[config.mk]
export PLATFORM = sky130hd
export DESIGN_NAME = kte_lane
export DESIGN_NICKNAME = d
export VERILOG_FILES = /design/src/sv/kte_lane.sv
export SDC_FILE = /design/constraint.sdc
export NUM_CORES = 2
export LEC_CHECK = 0
export BUFFER_PORTS_ARGS = -buffer_cell sky130_fd_sc_hd__buf_2
export CAP_MARGIN = 30
export CELL_PAD_IN_SITES_DETAIL_PLACEMENT = 2
export CELL_PAD_IN_SITES_GLOBAL_PLACEMENT = 2
export CORE_MARGIN = 2
export CORE_UTILIZATION = 44
export CTS_BUF_LIST = sky130_fd_sc_hd__clkbuf_16
export DETAILED_ROUTE_END_ITERATION = 12
export GPL_ROUTABILITY_DRIVEN = 0
export PLACE_DENSITY_LB_ADDON = 0.1
export REMOVE_ABC_BUFFERS = 1
export SETUP_SLACK_MARGIN = 0.02
export SLEW_MARGIN = 20
export SYNTH_ARGS = -nofsm -noshare
export SYNTH_HDL_FRONTEND = slang
export SYNTH_SLANG_ARGS = --single-unit
[constraint.sdc]
create_clock -name clk_i -period 15.2 [get_ports clk_i]
set_input_delay 0.76 -clock clk_i [delete_from_list [all_inputs] [get_ports clk_i]]
set_output_delay 0.76 -clock clk_i [all_outputs]
set_load 0.005 [all_outputs]
[src/sv/kte_lane.sv]
// one value lane: a + floor((b - a) * e / 65536)
`default_nettype none

module kte_lane (
  input  wire logic        clk_i,
  input  wire logic [31:0] a_i,
  input  wire logic [31:0] b_i,
  input  wire logic [16:0] e_i,
  output logic [31:0]      res_o
);

  logic signed [32:0] d_q;
  logic signed [50:0] prod_q;
  logic signed [34:0] sum;

  // difference, then scaled difference
  always_ff @(posedge clk_i) begin
    d_q    <= $signed({b_i[31], b_i}) - $signed({a_i[31], a_i});
    prod_q <= d_q * $signed({1'b0, e_i});
  end

  // floor shift and add
  assign sum   = $signed({{3{a_i[31]}}, a_i}) + $signed(prod_q[50:16]);
  assign res_o = sum[31:0];

endmodule

`default_nettype wire

Yosys cells after proc, flatten, opt, wreduce, memory -nomap -nowiden
Index checks and enable logic that the tools add are counted.

Register bits: 81. Input bits: 82. Output and inout port bits: 32. Word-level logic and storage cells: 5.

$add $sub $neg: 2. $mul: 1.

Operators with widths (count): $mul 33x18->48 (1); $sub 32x32->33 (1); $add 32x32->32 (1).

Longest topological paths before layout
Depth after elaboration: 1. Depth in mapped cells: 25. Depth with buffers taken out: 23.

Worst setup path after synthesis
OpenSTA, ideal clock, no wires.

Path kind: input to register. Start: input e_i[9]. End: register prod_q[41]. Setup time: 0.072 ns. Arrival time: 6.583 ns. Required time: 15.128 ns. Setup slack: 8.545 ns. Cell stages on the path: 24. Path buffers: 2. Cell sequence: clkbuf_1 nand2_1 fa_1 inv_1 fa_1 inv_1 fa_1 inv_1 fa_1 fa_1 inv_1 fa_1 inv_1 ha_1 o21ai_1 nor2_1 o311a_1 a221o_1 o2111a_1 or2_1 buf_6 a311o_1 a21oi_2 xnor2_1.

Cells in the longest elaborated chain, start to end: 1.

Ends and longest elaborated chain: from (decl) (line 8) `input wire logic [16:0] e_i,`; $mul 33x18->48 (line 19) `prod_q <= d_q * $signed({1'b0, e_i});`; to (signal assigned) (line 19); to (decl) (line 13) `logic signed [50:0] prod_q;`.

Every way passes these cells.

Worst setup path after layout
Start: input e_i[10]. End: register prod_q[46].

The elaborated chain is that of the path after synthesis.

==> key figures <==
Routing
  – Via-to-Cell Ratio: 5.31
  – Remaining DRCs: 0
  – Final wirelength: 76.4 mm
  – Pre-Repair DR Iteration Count: 5
  – Post-DR wirelength/cell: 23.1 microns
  – Antenna-violating nets left: 0
  – DR iter-0 viols: 586
  – Vias: 17500

Clocking
  – Clock-pin transition on the worst setup and hold timing paths: 0.07 ns
  – H-tree levels: 3
  – TritonCTS Buffers: 9
  – Hold_buf cts: 0
  – Clock insertion delay at the later pin of the skew report: 0.37 ns
  – CTS Sinks: 65
  – Total setup buffers inserted after CTS: 0
  – TritonCTS clock tree: yes
  – Cts repair resizes: 0
  – Longest Clk Path Bufs: 2
  – Clock Tree Root: clkbuf_16

Die
  – Initial Utilization: 44.6%
  – Rows: 83
  – Die ar.: 53800 sq um
  – CORE AREA: 51300 sq um
  – Die span in x: 232 microns
  – IO Pins: 114
  – Die Y: 232 microns

Synth
  – Yosys reg bits: 65
  – Cells after synthesis: 2575
  – Avg Cell Area, Syn: 8.88 sq um
  – Post-Synthesis Cell Area: 22900 sq um
  – Ys flop type: dfxtp_1
  – Warnings, synthesis: 0
  – Asr flop ratio synth: 0%
  – Synth unique cells: 61
  – Seq/Total Area, Yosys: 5.69%
  – Post-synth top area cell: fa_1
  – Number of synthesized flops with an enable pin: 0
  – Main area contributors after synthesis: fa_1, inv_1, ha_1
  – Most frequent cell after synthesis: inv_1
  – Synth cell count leaders: inv_1, fa_1, and2_1, nand2_1, ha_1
  – Top cell type's share of synthesized area: 45.2%

Final layout
  – N_diodes: 0
  – Layout area overhead: 6.41%
  – Fin nets: 3386
  – Layout cell share with drive strength beyond 1: 5.53%
  – Final Non-Filler Cells: 3300

Worst setup path
  – Worst flop-to-flop path endpoint: prod_q[46]$_DFF_P_
  – Crit path DAT: 7.79 ns
  – Worst Setup End Kind: register
  – Critical path peak fanout: 33
  – Setup Crit Path Kind: input pin to register
  – Worst reg2reg path startpoint: d_q[14]$_DFF_P_
  – Worst setup SP type: input pin
  – R2R cell count: 20
  – Required @ worst endpoint: 15.49 ns
  – Reg2Reg Setup Slack: 7.86 ns

STA
  – Clock Skew: 0.0136 ns
  – Hold_ws: 0.685 ns
  – Final setup TNS: 0 ns
  – FMAX: 0.133 GHz
  – Final max-slew violation count: 0
  – Final Hold Fails: 0
  – Final period demand of the worst path: 7.50 ns
  – RSZ-0062 raised after global routing: no
  – Final setup violation count: 0
  – Least-Margin Pin Slew: 0.996 ns
  – Relative slew slack: 33.6%
  – Period utilization: 49.4%

Placed design
  – Final HPWL DP: 62.5 mm
  – Inst Count DP: 3284
  – Number of port buffers: 113

Global routing
  – Global Route Usage Sum: 30.1%
  – Grt ovf: 0
  – Number of global-route vias before repair: 21800
  – First-pass GRT wire length: 123 mm
  – Initial antenna violation count: 0
  – Largest net degree at the start of global routing: 34

Run status
  – Run status: finished clean

Worst hold path
  – Hold depth: 3
  – Worst hold start: a_i[0]
  – Hold Path End: d_q[0]$_DFF_P_
  – Hold Crit Class: input pin to register

Job
  – Max Cap Violations: 0
==> cell type report <==
class,instances,area (sq um)
sequential,65,1300
timing repair buffer,119,611
inverter,659,2470
multi-input combinational,1761,18700
clock inverter,7,125
fill,5648,27000
tap,680,851
clock buffer,9,225
==> metrics by stage <==
step	util (%)	area, sq um	setup WS, ns
after CTS	47.4	24300	7.75
final	47.4	24300	7.70
after global routing	47.4	24300	7.46
after detailed placement	46.7	24000	7.38
after floorplan	-	22500	8.82
after global placement	46.7	24000	7.65
==> worst max-delay path, cell delays in order <==
cell and delay, ns:
buf_2 0.69, nand2_1 0.25, fa_1 0.60, inv_1 0.07, fa_1 0.49, fa_1 0.58, fa_1 0.45, fa_1 0.49
inv_1 0.05, fa_1 0.49, inv_1 0.04, ha_1 0.42, nand3_1 0.23, nor3_1 0.42, o311a_1 0.24, a221o_1 0.30
o2111a_1 0.33, o2111ai_1 0.18, a31oi_1 0.34, a31oi_1 0.13, a211oi_1 0.19
==> flip-flops by register name, summed over array words and instances, names as in the netlist <==
| register | flops |
|---|---|
| d_q | 33 |
| prod_q | 32 |
==> placed cells by master (no fill, tap or decap), types with 4 or more instances in the layout <==
master	count
inv_1	659
fa_1	516
and2_1	302
nand2_1	291
ha_1	173
buf_2	113
xnor2_1	75
dfxtp_1	65
a21oi_1	64
a21o_1	55
nor2_1	41
o21ai_0	37
xor2_1	27
nand3_1	16
nor2b_1	14
a211oi_1	13
o21a_1	13
nor3_1	11
a31oi_1	11
and3_1	10
clkbuf_16	9
nand2b_1	8
o21bai_1	7
a21boi_0	7
and4_1	6
buf_4	6
a31o_2	5
or3_1	4
a211o_1	4
==> layer usage <==
layer / global-route usage (%) / share of wire, % / up-vias
met5: 0 / 0 / -
met1: 35.8 / 40 / 9342
met2: 56.5 / 54 / 352
met3: 2.98 / 3.2 / 152
met4: 9.78 / 3.4 / 0
li1: - / - / 7686
==> how the worst max path moves through the flow <==
stage	start	end	slack (ns)	depth (start not counted)
finish	e_i[10]	prod_q[46]$_DFF_P_	7.70	21
global route	e_i[9]	prod_q[46]$_DFF_P_	7.46	21
CTS	e_i[10]	prod_q[46]$_DFF_P_	7.75	21
detailed placement	e_i[9]	prod_q[46]$_DFF_P_	7.38	21
global placement	e_i[9]	prod_q[41]$_DFF_P_	7.65	23
floorplan	e_i[3]	prod_q[41]$_DFF_P_	8.82	21
==> cell families (layout without fill, tap and decap cells) <==
kind of cell	after synthesis	count (layout)	share of synthesized area, %
buf+inv	749	794	12.3
simple gates	712	712	15.8
flops	65	65	5.69
compound gates	258	258	7.65
xor+xnor	102	102	3.91
fa+ha+maj	689	689	54.6
Power is not shown: default switching activity piles up to over one toggle a cycle in this logic, so the estimate is an artifact.
