--- src/sv/kte_div.sv ---
// restoring divider for the Q0.16 segment fraction, one quotient bit a cycle
`default_nettype none

module kte_div (
  input  wire logic        clk_i,
  input  wire logic        rst_ni,
  input  wire logic        start_i,
  input  wire logic [32:0] num_i,
  input  wire logic [32:0] den_i,
  output logic             busy_o,
  output logic [15:0]      quot_o
);

  logic        busy_q;
  logic [4:0]  cnt_q;
  logic [33:0] rem_q;
  logic [32:0] den_q;
  logic [15:0] quot_q;
  logic [33:0] shifted;
  logic [33:0] diff;
  logic        ge;

  // trial subtract
  assign shifted = {rem_q[32:0], 1'b0};
  assign ge      = shifted >= {1'b0, den_q};
  assign diff    = shifted - {1'b0, den_q};

  // control
  always_ff @(posedge clk_i or negedge rst_ni) begin
    if (!rst_ni) begin
      busy_q <= 1'b0;
      cnt_q  <= '0;
    end else if (start_i) begin
      busy_q <= 1'b1;
      cnt_q  <= 5'd16;
    end else if (busy_q) begin
      cnt_q <= cnt_q - 5'd1;
      if (cnt_q == 5'd1) begin
        busy_q <= 1'b0;
      end
    end
  end

  // datapath
  always_ff @(posedge clk_i) begin
    if (start_i) begin
      rem_q  <= {1'b0, num_i};
      den_q  <= den_i;
      quot_q <= '0;
    end else if (busy_q) begin
      rem_q  <= ge ? diff : shifted;
      quot_q <= {quot_q[14:0], ge};
    end
  end

  assign busy_o = busy_q;
  assign quot_o = quot_q;

endmodule

`default_nettype wire

--- config.mk ---
export PLATFORM = sky130hd
export DESIGN_NAME = kte_div
export DESIGN_NICKNAME = d
export VERILOG_FILES = /design/src/sv/kte_div.sv
export SDC_FILE = /design/constraint.sdc
export NUM_CORES = 1
export LEC_CHECK = 0
export ABC_CLOCK_PERIOD_IN_PS = 4500
export BUFFER_PORTS_ARGS = -buffer_cell sky130_fd_sc_hd__buf_2
export CAP_MARGIN = 0
export CORE_MARGIN = 2
export CORE_UTILIZATION = 45
export DETAILED_ROUTE_END_ITERATION = 8
export HOLD_SLACK_MARGIN = 0.08
export PLACE_DENSITY = 0.62
export SLEW_MARGIN = 20
export SYNTH_ARGS = -nofsm -noshare
export SYNTH_HDL_FRONTEND = slang
export SYNTH_SLANG_ARGS = --single-unit
--- constraint.sdc ---
create_clock -name clk_i -period 4.5 [get_ports clk_i]
set_input_delay 0.45 -clock clk_i [delete_from_list [all_inputs] [get_ports clk_i]]
set_output_delay 0.45 -clock clk_i [all_outputs]
set_load 0.005 [all_outputs]
* Word-level counts from Yosys, hierarchy flattened
Cells that the tools add are included.
** Word-level totals
- Flip-flop bits (word level) :: 88
- Bits of input ports :: 69
- Output and inout bits :: 17
** Cells by class
- Add/sub/neg operators :: 2
- Order comparisons :: 1
- Equal/unequal tests :: 1
- Muxes and demuxes :: 8
- Reduce and logical (&&, ||, !) cells :: 1
** Operator list (number)
- $mux W33 :: 3
- $ge A34 B33 Y1 :: 1
- $sub A33 B33 Y33 :: 1
- $mux W5 :: 2
- $eq A5 B1 Y1 const B :: 1
- $sub A5 B1 Y5 const B :: 1
- $mux W1 :: 3
- $reduce_bool A2 Y1 :: 1

* Logic depth before layout (Yosys ltp)
- Depth in word-level cells :: 4
- Mapped depth :: 13
- Mapped depth without buffers :: 10

* Worst setup path after synthesis
Ideal clock, no wire load.
- Path type :: register to register
- Start :: register rem_q[0]
- End :: register rem_q[18] (data pin)
- Library setup time :: 0.261 ns
- Arrival time :: 2.419 ns
- Data required time :: 4.239 ns
- Slack :: 1.820 ns
- Stages on the path, launching flop included :: 12
- Buffers on the path :: 2
- Path through :: edfxtp_1 inv_1 fa_1 nand2b_1 a211oi_2 o41ai_4 o21ai_1 a21oi_2 o21a_1 buf_6 buf_2 a221o_1
** Between the ends
- Word-level cells in the longest chain between the ends :: 4
- Elaborated cells on any way between the ends :: 5
** Ends and longest elaborated chain
- start: declaration :: line 16 : logic [33:0] rem_q;
- start signal: assignment :: line 47 : rem_q <= {1'b0, num_i};
- start signal: assignment :: line 51 : rem_q <= ge ? diff : shifted;
- $sub A33 B33 Y33 / $ge A34 B33 Y1 (equally long branches) :: line 26, 25
- $mux W33 (*) :: line 51
- $mux W33 (*) :: line 50 : end else if (busy_q) begin
- $mux W33 (*) :: line 46 : if (start_i) begin
Every way passes the cells marked *; elsewhere a longest branch is shown, timed or not. The select of a mux whose other input is x is not followed.
A chain may end at the register's enable or synchronous reset.

* Final worst setup path
- Start :: register rem_q[4]
- End :: register rem_q[30] (data pin)
The elaborated chain is that of the path after synthesis.

==> impl_metrics.toml <==
[yosys]
synth_ff_type = "edfxtp_1"
synth_area_leader_cell = "edfxtp_1"
yosysMostFrequentCell = "edfxtp_1"
ys_warn_count = 0
yosysSeqAreaShare_pct = 45.2
synthTopCellsByArea = "edfxtp_1 37%, ha_1 8.1%, dfxtp_1 5.9%"
synth.ff_latch_count = 88
syn_nets = 643
synth.distinct_cells = 59
synthArstFlopShare_pct = 6.82
synth.cell_area_um2 = 5430
syn_inst = 538
synth_top_cell_area_share_pct = 36.5
synth-edff-count = 66
synth_common_cells = "66 x edfxtp_1, 48 x nand2_1, 41 x inv_1"
syn_avg_cell_area_um2 = 10.1

[floorplan]
start_util_pct = 45.6
ios = 86
die-area_um2 = 13000
fp.dieW_um = 114
std_cell_rows = 40
core_area_um2 = 11900
die_y_um = 114

[cells_and_area]
drive_gt1_share_pct = 19.2
layout.cells.non_filler = 766
nets = 719
syn_to_final_growth_pct = 15.4
n_antenna_cell = 0
final_util_pct = 52.6

[timing]
post-route-min-period_ns = 3.03
slew_headroom_pct = 31.7
clock_skew_ns = 0.00758
hold_violations = 0
worst_pin_slew_ns = 1.02
fin_tns_setup_ns = 0
fmax_ghz = 0.330
rsz0062_at_grt = "no"
setup_ws_ns = 1.47
period_share_pct = 67.4
drv_slew = 0
finalSetupViolations = 0

[outcome]
outcome = "finished clean"

[global_route]
met3_usage_pct = 6.48
met1_usage_pct = 26.1
grt.met2_usage_pct = 29.0
grt_pass1_wl_um = 19800
grt_busiest_layer = "met2"
grt_antenna_before_repair = 0
first_global_vias = 4110
grt_overflow = 0
grt_max_degree = 88
globalRouteTotalUtil_pct = 19.3

[clock_tree]
cts-htree-levels = 3
cts.clk_slew.worst_paths_ns = 0.07
post-cts-setup-buffers = 0
cts_buffers = 9
cts_root_buf = "clkbuf_16"
tritoncts = "yes"
clock_latency_ns = 0.36
clock_sinks = 88
clock_path_buffers = 2

[power]
leakagePower_nw = 2.76
powerDensity_nw_per_um2 = 647
max-vdd-ir-drop_mv = 0.338

[drt]
first_pass_iters = 4
drcViolationCount = 0
drtAntennaViolNets = 0
vias_per_cell = 5.45
post_drt_wl_per_cell_um = 15.4
drt_iter0_drc = 207
routed_wl_um = 11800
vias = 4177

[job]
max_cap_violations = 0

[hold_path]
holdPathStages = 1
holdPathEnd = "den_q[7]"
min_from = "den_i[7]"
hold_class = "input port to register"

[setup_path]
crit_start = "rem_q[4]"
r2r_slack_ns = 1.47
crit_type = "register to register"
worstSetupEndpointType = "register"
rr_worst_depth = 10
cp_data_arrival_time_ns = 3.14
crit_required_ns = 4.61
worstSetupStartpointType = "register"
path_max_fanout = 22
reg2reg_from = "rem_q[4]"
reg2reg_to = "rem_q[30]"

[place]
portBuffers = 85
place_inst = 749
place.gp.congestion = 0.922
post-dp-hpwl_um = 8530
pre_cts_ws_ns = 1.48
==> registers in the layout, indices dropped and copies added (netlist names) <==
| signal | flops |
|---|---|
| busy_o | 1 |
| den_q | 33 |
| quot_o | 16 |
| rem_q | 33 |
| cnt_q | 5 |
==> cell type report <==
class,count,area [um2]
fillers,1088,5650
multi-input cells,382,2700
flip-flops and latches,88,2450
repair buffers,91,488
clock buffers,10,239
well taps,147,184
inverters,42,158
clock inverters,6,48.8
==> layer usage <==
layer  wire length (um)  part of all wire, %
met5                  0                    0
met4                217                  1.8
met2               5360                   46
met1               5450                   46
met3                745                  6.3
==> critical path: stages (launching register included) <==
cell	delay, ns
edfxtp_1	0.40
ha_1	0.38
a211oi_1	0.26
nor2_1	0.12
o41ai_4	0.35
o21ai_1	0.15
a21oi_2	0.22
o21a_1	0.15
buf_4	0.26
nor2_2	0.12
a221o_1	0.36
==> how the worst max path moves through the flow <==
stage / to / slack [ns] / cells after the start
after floorplan: rem_q[18] / 1.82 / 11
after global placement: rem_q[30] / 1.57 / 10
after detailed placement: rem_q[30] / 1.48 / 10
after CTS: rem_q[30] / 1.44 / 10
after global routing: rem_q[30] / 1.25 / 10
final: rem_q[30] / 1.47 / 10
==> through the flow <==
stage	power, mW	instance area, um2	hold slack (ns)
after floorplan	2.86	5430	0.154
after global placement	3.27	5970	0.282
after detailed placement	3.30	5970	0.283
after CTS	4.07	6270	0.243
after global routing	4.38	6270	0.251
final	4.06	6270	0.260
==> cell usage in the layout, fill, tap and decap left out, types with 3 or more instances in the layout <==
cell type,Yosys,layout
nand3b_1,14,14
ha_1,35,35
clkbuf_16,0,9
dfrtp_1,6,6
a21boi_0,3,3
xor2_1,19,19
buf_2,4,84
o21ai_0,23,23
a21o_1,5,5
nor3_1,9,9
nand2b_1,5,5
and3_1,3,3
buf_4,1,5
dfxtp_1,16,16
inv_1,41,41
a221o_1,10,10
nor2_1,40,40
nand2_1,48,48
o21ai_1,3,3
edfxtp_1,66,66
nand3_1,4,4
a211oi_1,5,5
nand4_1,7,7
o31ai_1,5,5
o211ai_1,4,4
a31oi_1,5,5
a21oi_1,38,38
mux2i_1,20,20
o311ai_1,14,14
o21bai_1,3,3
nor3b_1,6,6
nor2b_1,9,9
o21a_1,3,3
xnor2_1,15,15
==> logic make-up after synthesis <==
family                   after synthesis  share of synthesized area (%)
AO/OA/AOI/OAI                        139                           18.0
XOR/XNOR                              34                           5.49
adder cells (fa/ha/maj)               36                           8.44
buffers and inverters                 68                           5.14
flip-flops                            88                           45.2
multiplexers                          21                           3.90
AND/OR/NAND/NOR                      152                           13.9
==> repair_timing <==
action,4_1_cts,5_1_grt
resized for setup,0,0
endpoints found under the hold margin,6,0
hold buffers,1,0
setup endpoints to repair,0,0
==> power by group <==
part           internal, mW  switching (mW)
sequential             1.14           0.128
combinational         0.857            1.19
clock                 0.398           0.345
No activity file was read; power rests on OpenSTA's default activity.
