`src/sv/kte_pkg.sv`:
```
// shared types, constants and helpers of the keyframe track evaluator
`default_nettype none

package kte_pkg;

  // defaults for the top-level parameters
  localparam int MAX_KEYS_DEF  = 64;
  localparam int LANE_BITS_DEF = 32;

  localparam int NUM_LANES = 4;
  localparam int VAL_W     = 32;

  // stream word layout
  localparam int IN_TDATA_W  = 176;
  localparam int OUT_TDATA_W = 128;
  localparam int IDX_LSB     = 0;
  localparam int TIME_LSB    = 6;
  localparam int CURVE_LSB   = 38;
  localparam int LANE_LSB    = 41;

  // command codes carried in tuser
  localparam logic CMD_LOAD = 1'b0;
  localparam logic CMD_EVAL = 1'b1;

  // configuration register indexes
  localparam logic [1:0] REG_KEY_COUNT = 2'd0;
  localparam logic [1:0] REG_KIND      = 2'd1;
  localparam logic [1:0] REG_MIN_DUR   = 2'd2;

  // value kinds
  localparam logic [2:0] KIND_BOOL   = 3'd0;
  localparam logic [2:0] KIND_SHORT  = 3'd1;
  localparam logic [2:0] KIND_INT    = 3'd2;
  localparam logic [2:0] KIND_FLOAT  = 3'd3;
  localparam logic [2:0] KIND_COLOUR = 3'd4;
  localparam logic [2:0] KIND_VEC2   = 3'd5;
  localparam logic [2:0] KIND_VEC3   = 3'd6;
  localparam logic [2:0] KIND_VEC4   = 3'd7;

  // curve codes
  localparam logic [2:0] CURVE_STEP     = 3'd0;
  localparam logic [2:0] CURVE_LINEAR   = 3'd1;
  localparam logic [2:0] CURVE_EASE_IN  = 3'd2;
  localparam logic [2:0] CURVE_EASE_OUT = 3'd3;
  localparam logic [2:0] CURVE_IN_OUT   = 3'd4;

  // Q16.16 one
  localparam logic [31:0] ONE_Q16 = 32'h0001_0000;

  // one stored key
  typedef struct packed {
    logic [31:0]                      time_pt;
    logic [2:0]                       curve;
    logic [NUM_LANES-1:0][VAL_W-1:0] lanes;
  } key_t;

  // number of lanes a kind keeps
  function automatic logic [2:0] lanes_used(input logic [2:0] kind);
    logic [2:0] n;
    case (kind)
      KIND_COLOUR: n = 3'd4;
      KIND_VEC2:   n = 3'd2;
      KIND_VEC3:   n = 3'd3;
      KIND_VEC4:   n = 3'd4;
      default:     n = 3'd1;
    endcase
    return n;
  endfunction

endpackage

`default_nettype wire

```
`src/sv/kte_ease.sv`:
```
// two-stage easing of the segment fraction
`default_nettype none

module kte_ease (
  input  wire logic        clk_i,
  input  wire logic [16:0] f_i,
  input  wire logic [2:0]  curve_i,
  output logic [16:0]      e_o
);

  logic [33:0] sq_q;
  logic [33:0] gg_q;
  logic [17:0] w_q;
  logic [16:0] f_q;
  logic [2:0]  c_q;
  logic [16:0] e_q;
  logic [16:0] g;
  logic [51:0] cube;

  assign g = 17'h1_0000 - f_i;

  // stage one: squares and smoothstep weight
  always_ff @(posedge clk_i) begin
    sq_q <= 34'(f_i) * 34'(f_i);
    gg_q <= 34'(g) * 34'(g);
    w_q  <= 18'd196608 - {f_i, 1'b0};
    f_q  <= f_i;
    c_q  <= curve_i;
  end

  assign cube = 52'(sq_q) * 52'(w_q);

  // stage two: pick the curve
  always_ff @(posedge clk_i) begin
    case (c_q)
      kte_pkg::CURVE_EASE_IN:  e_q <= sq_q[32:16];
      kte_pkg::CURVE_EASE_OUT: e_q <= 17'h1_0000 - gg_q[32:16];
      kte_pkg::CURVE_IN_OUT:   e_q <= cube[48:32];
      default:                 e_q <= f_q;
    endcase
  end

  assign e_o = e_q;

endmodule

`default_nettype wire

```
`config.mk`:
```
export PLATFORM = sky130hd
export DESIGN_NAME = kte_ease
export DESIGN_NICKNAME = d
export VERILOG_FILES = /design/src/sv/kte_pkg.sv /design/src/sv/kte_ease.sv
export SDC_FILE = /design/constraint.sdc
export NUM_CORES = 2
export LEC_CHECK = 0
export BUFFER_PORTS_ARGS = -buffer_cell sky130_fd_sc_hd__buf_2
export CORE_MARGIN = 10
export CORE_UTILIZATION = 50
export CTS_BUF_LIST = sky130_fd_sc_hd__clkbuf_8 sky130_fd_sc_hd__clkbuf_16
export CTS_CLUSTER_DIAMETER = 120
export DETAILED_ROUTE_END_ITERATION = 8
export PLACE_DENSITY = 0.69
export SYNTH_ARGS = -nofsm -noshare
export SYNTH_HDL_FRONTEND = slang
export SYNTH_SLANG_ARGS = --single-unit
export TNS_END_PERCENT = 10
```
`constraint.sdc`:
```
create_clock -name clk_i -period 7.1 [get_ports clk_i]
set_clock_uncertainty 0.15 [all_clocks]
set_input_delay 0.355 -clock clk_i [delete_from_list [all_inputs] [get_ports clk_i]]
set_output_delay 0.355 -clock clk_i [all_outputs]
set_load 0.02 [all_outputs]
```
Yosys cells after proc, flatten, opt, wreduce, memory -nomap -nowiden --
Index checks and enable logic that the tools add are counted.
Cells by class: add/sub/neg operators 3, div/mod/pow operators 0, mux-type cells 1, order comparisons 0, shifts and indexed selects 0, reductions and logical operators 0, multipliers 3, eq/ne operators 3, bitwise gates (word level) 0
Operators with widths (count):
- 17-bit case mux with 3 select lines | 1
- 34-bit by 18-bit multiplier with 49-bit output | 1
- 17-bit by 17-bit multiplier with 34-bit output | 1
- 17-bit subtractor, first input constant | 2
- 17-bit by 17-bit multiplier with 33-bit output | 1
- 18-bit subtractor, first input constant | 1
- 3-bit by 2-bit == test with 1-bit output, second input constant | 2
- 3-bit == test, second input constant | 1
Word-level totals: memory bits (writable) 0, memories kept 0, word-level logic and storage cells 16, bits in latches 0, input bits 21, output and inout bits 17, register bits 122, memory bits (read-only) 0

Logic depth before layout (Yosys ltp) --
word-level depth 2, mapped depth 30

Worst setup path before layout --
No wires, ideal clock.
kind input-to-reg, start input f_i[3], end register gg_q[22], cell stages on the path 26, slack -671 ps, required time 6814 ps, arrival time 7485 ps, cell sequence buf_2 -> or4_4 -> or4_4 -> xnor2_1 -> clkinv_1 -> nand2_1 -> inv_1 -> fa_1 -> inv_1 -> fa_1 -> inv_1 -> fa_1 -> inv_1 -> fa_1 -> inv_1 -> fa_1 -> fa_1 -> ha_1 -> a211oi_1 -> o21a_1 -> nor2_1 -> or4_1 -> a31oi_1 -> o21bai_1 -> a21oi_1 -> o221ai_1
On the way: word-level cells in the longest chain between the ends 2
RTL lines:
- start, declared | RTL line kte_ease.sv:6 | input wire logic [16:0] f_i,
- 17-bit subtractor | RTL line kte_ease.sv:20 | assign g = 17'h1_0000 - f_i;
- net g[9] | RTL line kte_ease.sv:17 | logic [16:0] g;
- 17-bit by 17-bit multiplier with 33-bit output | RTL line kte_ease.sv:25 | gg_q <= 34'(g) * 34'(g);
- end signal, assigned | RTL line kte_ease.sv:25
- end, declared | RTL line kte_ease.sv:12 | logic [33:0] gg_q;
The timed path passes the listed nets, and every way through them passes these cells.

Worst setup path in the final report --
start input f_i[4], end register gg_q[32]
The elaborated chain is that of the path after synthesis.

==> impl.org <==
** Logic synthesis
- Area share of the largest cell type after synthesis :: 0.470
- For this run, the leading register cell type out of synthesis is dfxtp_1.
- Summed over all instances, the cell type with the most area after synthesis is fa_1.
- Synthesis instantiated 70 different standard cells from the library.
- Synthesis Warnings :: 0
- The share of the Yosys chip area taken by registers is 0.0565.
- Of all flip-flops after synthesis, the portion carrying an async set or reset was 0.
- Yosys mapped a number of flops with a built-in enable equal to 0.
- After technology mapping, the gate count stands at 4,025.
- After synthesis the cells add up to 36,200 um^2.
- Ranking of synthesized cells by area :: fa_1 (47%), ha_1 (12%), inv_1 (11%), dfxtp_1 (5.6%), and2_1 (5.5%)
- Mean area per synthesized cell :: 8.98 um^2
- The synthesized design contains 102 register bits.

** Clock network
- Clock tree sinks :: 102
- Latest clock arrival within the worst-skew pair :: 0.37 ns
- H-tree levels :: 3
- The number of clock buffers added by TritonCTS is 9.
- In this run the deepest clock path goes through 2 buffers.
- Register clock-pin slew on the reported worst setup and hold paths :: 0.08 ns
- CTS placed an instance of clkbuf_16 at the clock tree root.
- TritonCTS built the clock tree.

** STA
- Setup total negative slack :: -0.507 ns
- Number of endpoints failing setup at the final stage :: 6
- Hold timing on the final database bottoms out at a slack of 0.0931 ns.
- PnR worst setup slack :: -0.160 ns
- Timing would allow up to 0.138 GHz.
- Slew at the pin with the worst max-slew slack :: 0.796 ns
- Measured against its own limit, the worst slew margin works out to 0.468.
- Number of pins exceeding their max-slew limit in the final report :: 0
- The number of hold-slack violations in the final timing report came to 0.
- The routed design could run at a clock period as short as 7.26 ns.
- In the finished design, the share of the clock period the worst path needs comes to 1.02.
- RSZ-0062 raised after global routing :: true

** Global routing
- The number of global-route vias before repair came to 29,500.
- Total global-route track usage :: 0.239
- Entering global routing, the biggest net connects 48 pins.
- Total gr overflow :: 0
- The number of antenna violations at the first check in global routing was 5.
- The first global-routing pass estimated 157 mm of wire.

** Detailed routing
- Wires add up to 94.9 mm.
- Average routed wire per standard cell :: 18.4 um
- Antenna-violating nets left :: 0
- After detailed routing, the number of vias per cell comes to 5.20.
- After the first detailed-routing iteration, the DRC count stood at 1,593.
- Count of vias placed by the detailed router :: 26,900
- Before antenna repair, the detailed router went through 5 iterations.
- Number of remaining DRC errors :: 0

** Worst setup path
- Of all nets on the critical path, the largest fanout is 4.
- Crit path launch type :: primary input
- Data arrival at the endpoint of the critical path :: 7.37 ns
- Data required, critical path :: 7.21 ns
- By startpoint and endpoint, the worst setup path is classified as in -> reg.
- The worst setup path is captured at a register.
- Setup slack of the worst register-to-register path :: 0.22 ns

** Placed design
- Port Buffers :: 37
- The HPWL after detailed placement is 76.3 mm.
- Routability-driven placement finished with a final weighted congestion of 0.900.
- Once placement finished, the instance area stood at 39,300 um^2.

** Floorplan
- Die height :: 289 um
- Area inside the core boundary :: 71,600 um^2
- The die covers 83,500 um^2.
- Count of standard-cell rows :: 98
- Initial Utilization :: 0.505
- In this run the count of I/O pins placed on the die edge is 38.
- From left edge to right edge, the die measures 289 um.

** Final layout
- Layout Area Growth over Synthesis :: 10.4%
- Fraction of layout cells with a size suffix above 1 :: 0.0948
- Net count, final :: 5,428
- Summing all non-filler instances in the final layout gives an area of 39,900 um^2.
- Filler Cells Inserted :: 6,406

** Outcome
- Violated checks :: negative setup slack
- Outcome :: complete, but fails checks

** Min path
- The worst hold path belongs to the class in -> reg.

** Job
- Maximum Capacitance Violations :: 0
## per-layer routing
metal | vias to the layer above | part of all wire | track usage
met5 | - | 0.00036 | 0
met4 | 4 | 0.036 | 0.0812
met3 | 204 | 0.065 | 0.0211
met2 | 930 | 0.49 | 0.414
met1 | 13600 | 0.40 | 0.313
li1 | 12200 | - | -
## synthesized netlist by cell type, drive strengths merged (17+ instances only)
| cell | n |
|---|---|
| inv | 1086 |
| fa | 849 |
| nand2 | 496 |
| ha | 352 |
| and2 | 320 |
| clkbuf | 145 |
| nor2 | 131 |
| dfxtp | 102 |
| a21oi | 74 |
| xnor2 | 67 |
| o21ai | 51 |
| a21o | 33 |
| xor2 | 31 |
| nand3 | 20 |
| o22ai | 18 |
| or3 | 18 |
| nor3 | 17 |
## final cells by class
type	count	area, um^2	area share
sequential	102	2050	0.0515
antenna	1	2.50	0.0000627
multi-input combinational	2685	29700	0.743
tap	950	1190	0.0298
clock buffer	9	225	0.00564
inverter	1094	4110	0.103
clock inverter	7	91.3	0.00229
timing repair buffer	314	2580	0.0647
## through the flow
stage / utilization / instances / setup slack (ns)
floorplan: - / 4031 / -0.473
global placement: 0.549 / 5134 / -0.706
detailed placement: 0.549 / 5134 / -0.783
CTS: 0.556 / 5159 / -0.123
global route: 0.557 / 5161 / -0.362
finish: 0.557 / 5162 / -0.160
## cells by family after synthesis
group / share of synthesized area
buffers and inverters: 0.129
adder cells (fa/ha/maj): 0.592
AND/OR/NAND/NOR: 0.145
AO/OA/AOI/OAI: 0.0513
flip-flops: 0.0565
XOR/XNOR: 0.0242
multiplexers: 0.00145
other: 0.000208
## cells in the final DEF (no fill, tap or decap), drive strengths merged, types with 18 or more instances in the layout
cell type	synthesis	routed
inv	1086	1090
fa	849	849
nand2	496	496
ha	352	352
and2	320	320
buf	5	311
nor2	131	131
dfxtp	102	102
a21oi	74	74
xnor2	67	67
o21ai	51	51
a21o	33	33
xor2	31	31
nand3	20	20
o22ai	18	18
or3	18	18
## final timing paths
path | depth (start not counted) | to | from
worst max-delay path | 27 | gg_q[32]$_DFF_P_ | f_i[4]
worst min-delay path | 1 | f_q[16]$_DFF_P_ | f_i[16]
worst max register to register | 22 | e_o[12]$_DFF_P_ | sq_q[5]$_DFF_P_
worst min register to register | 2 | e_o[6]$_DFF_P_ | f_q[6]$_DFF_P_
## flip-flops by register name, summed over array words and instances, names as in the netlist
name  count
c_q       3
f_q      17
gg_q     17
w_q      16
e_o      17
sq_q     32
## what timing repair did
action                                  4_1_cts  5_1_grt
hold buffers                                  3        0
resized for setup                            26       36
setup buffers                                 6        2
pin swaps                                    41       22
endpoints found under the setup margin       12       20
endpoints found under the hold margin         3        0
## worst max-delay path, stage by stage
cell	delay, ns
buf_6	0.09
or4_4	0.57
or4_4	0.45
or3_4	0.41
xnor2_4	0.25
inv_4	0.09
nand2_4	0.08
inv_2	0.04
fa_1	0.55
inv_2	0.05
fa_2	0.53
inv_2	0.04
fa_1	0.49
inv_2	0.04
fa_2	0.52
inv_2	0.04
fa_2	0.52
fa_1	0.44
ha_4	0.25
a211oi_2	0.18
o21a_1	0.17
o21bai_1	0.09
a22o_1	0.22
o31a_1	0.26
o211ai_1	0.25
nand2_1	0.11
a311o_1	0.27
Power is left out: the tool's default activity adds up to more than one toggle a clock period on the data nets, which glitch-free logic cannot reach.
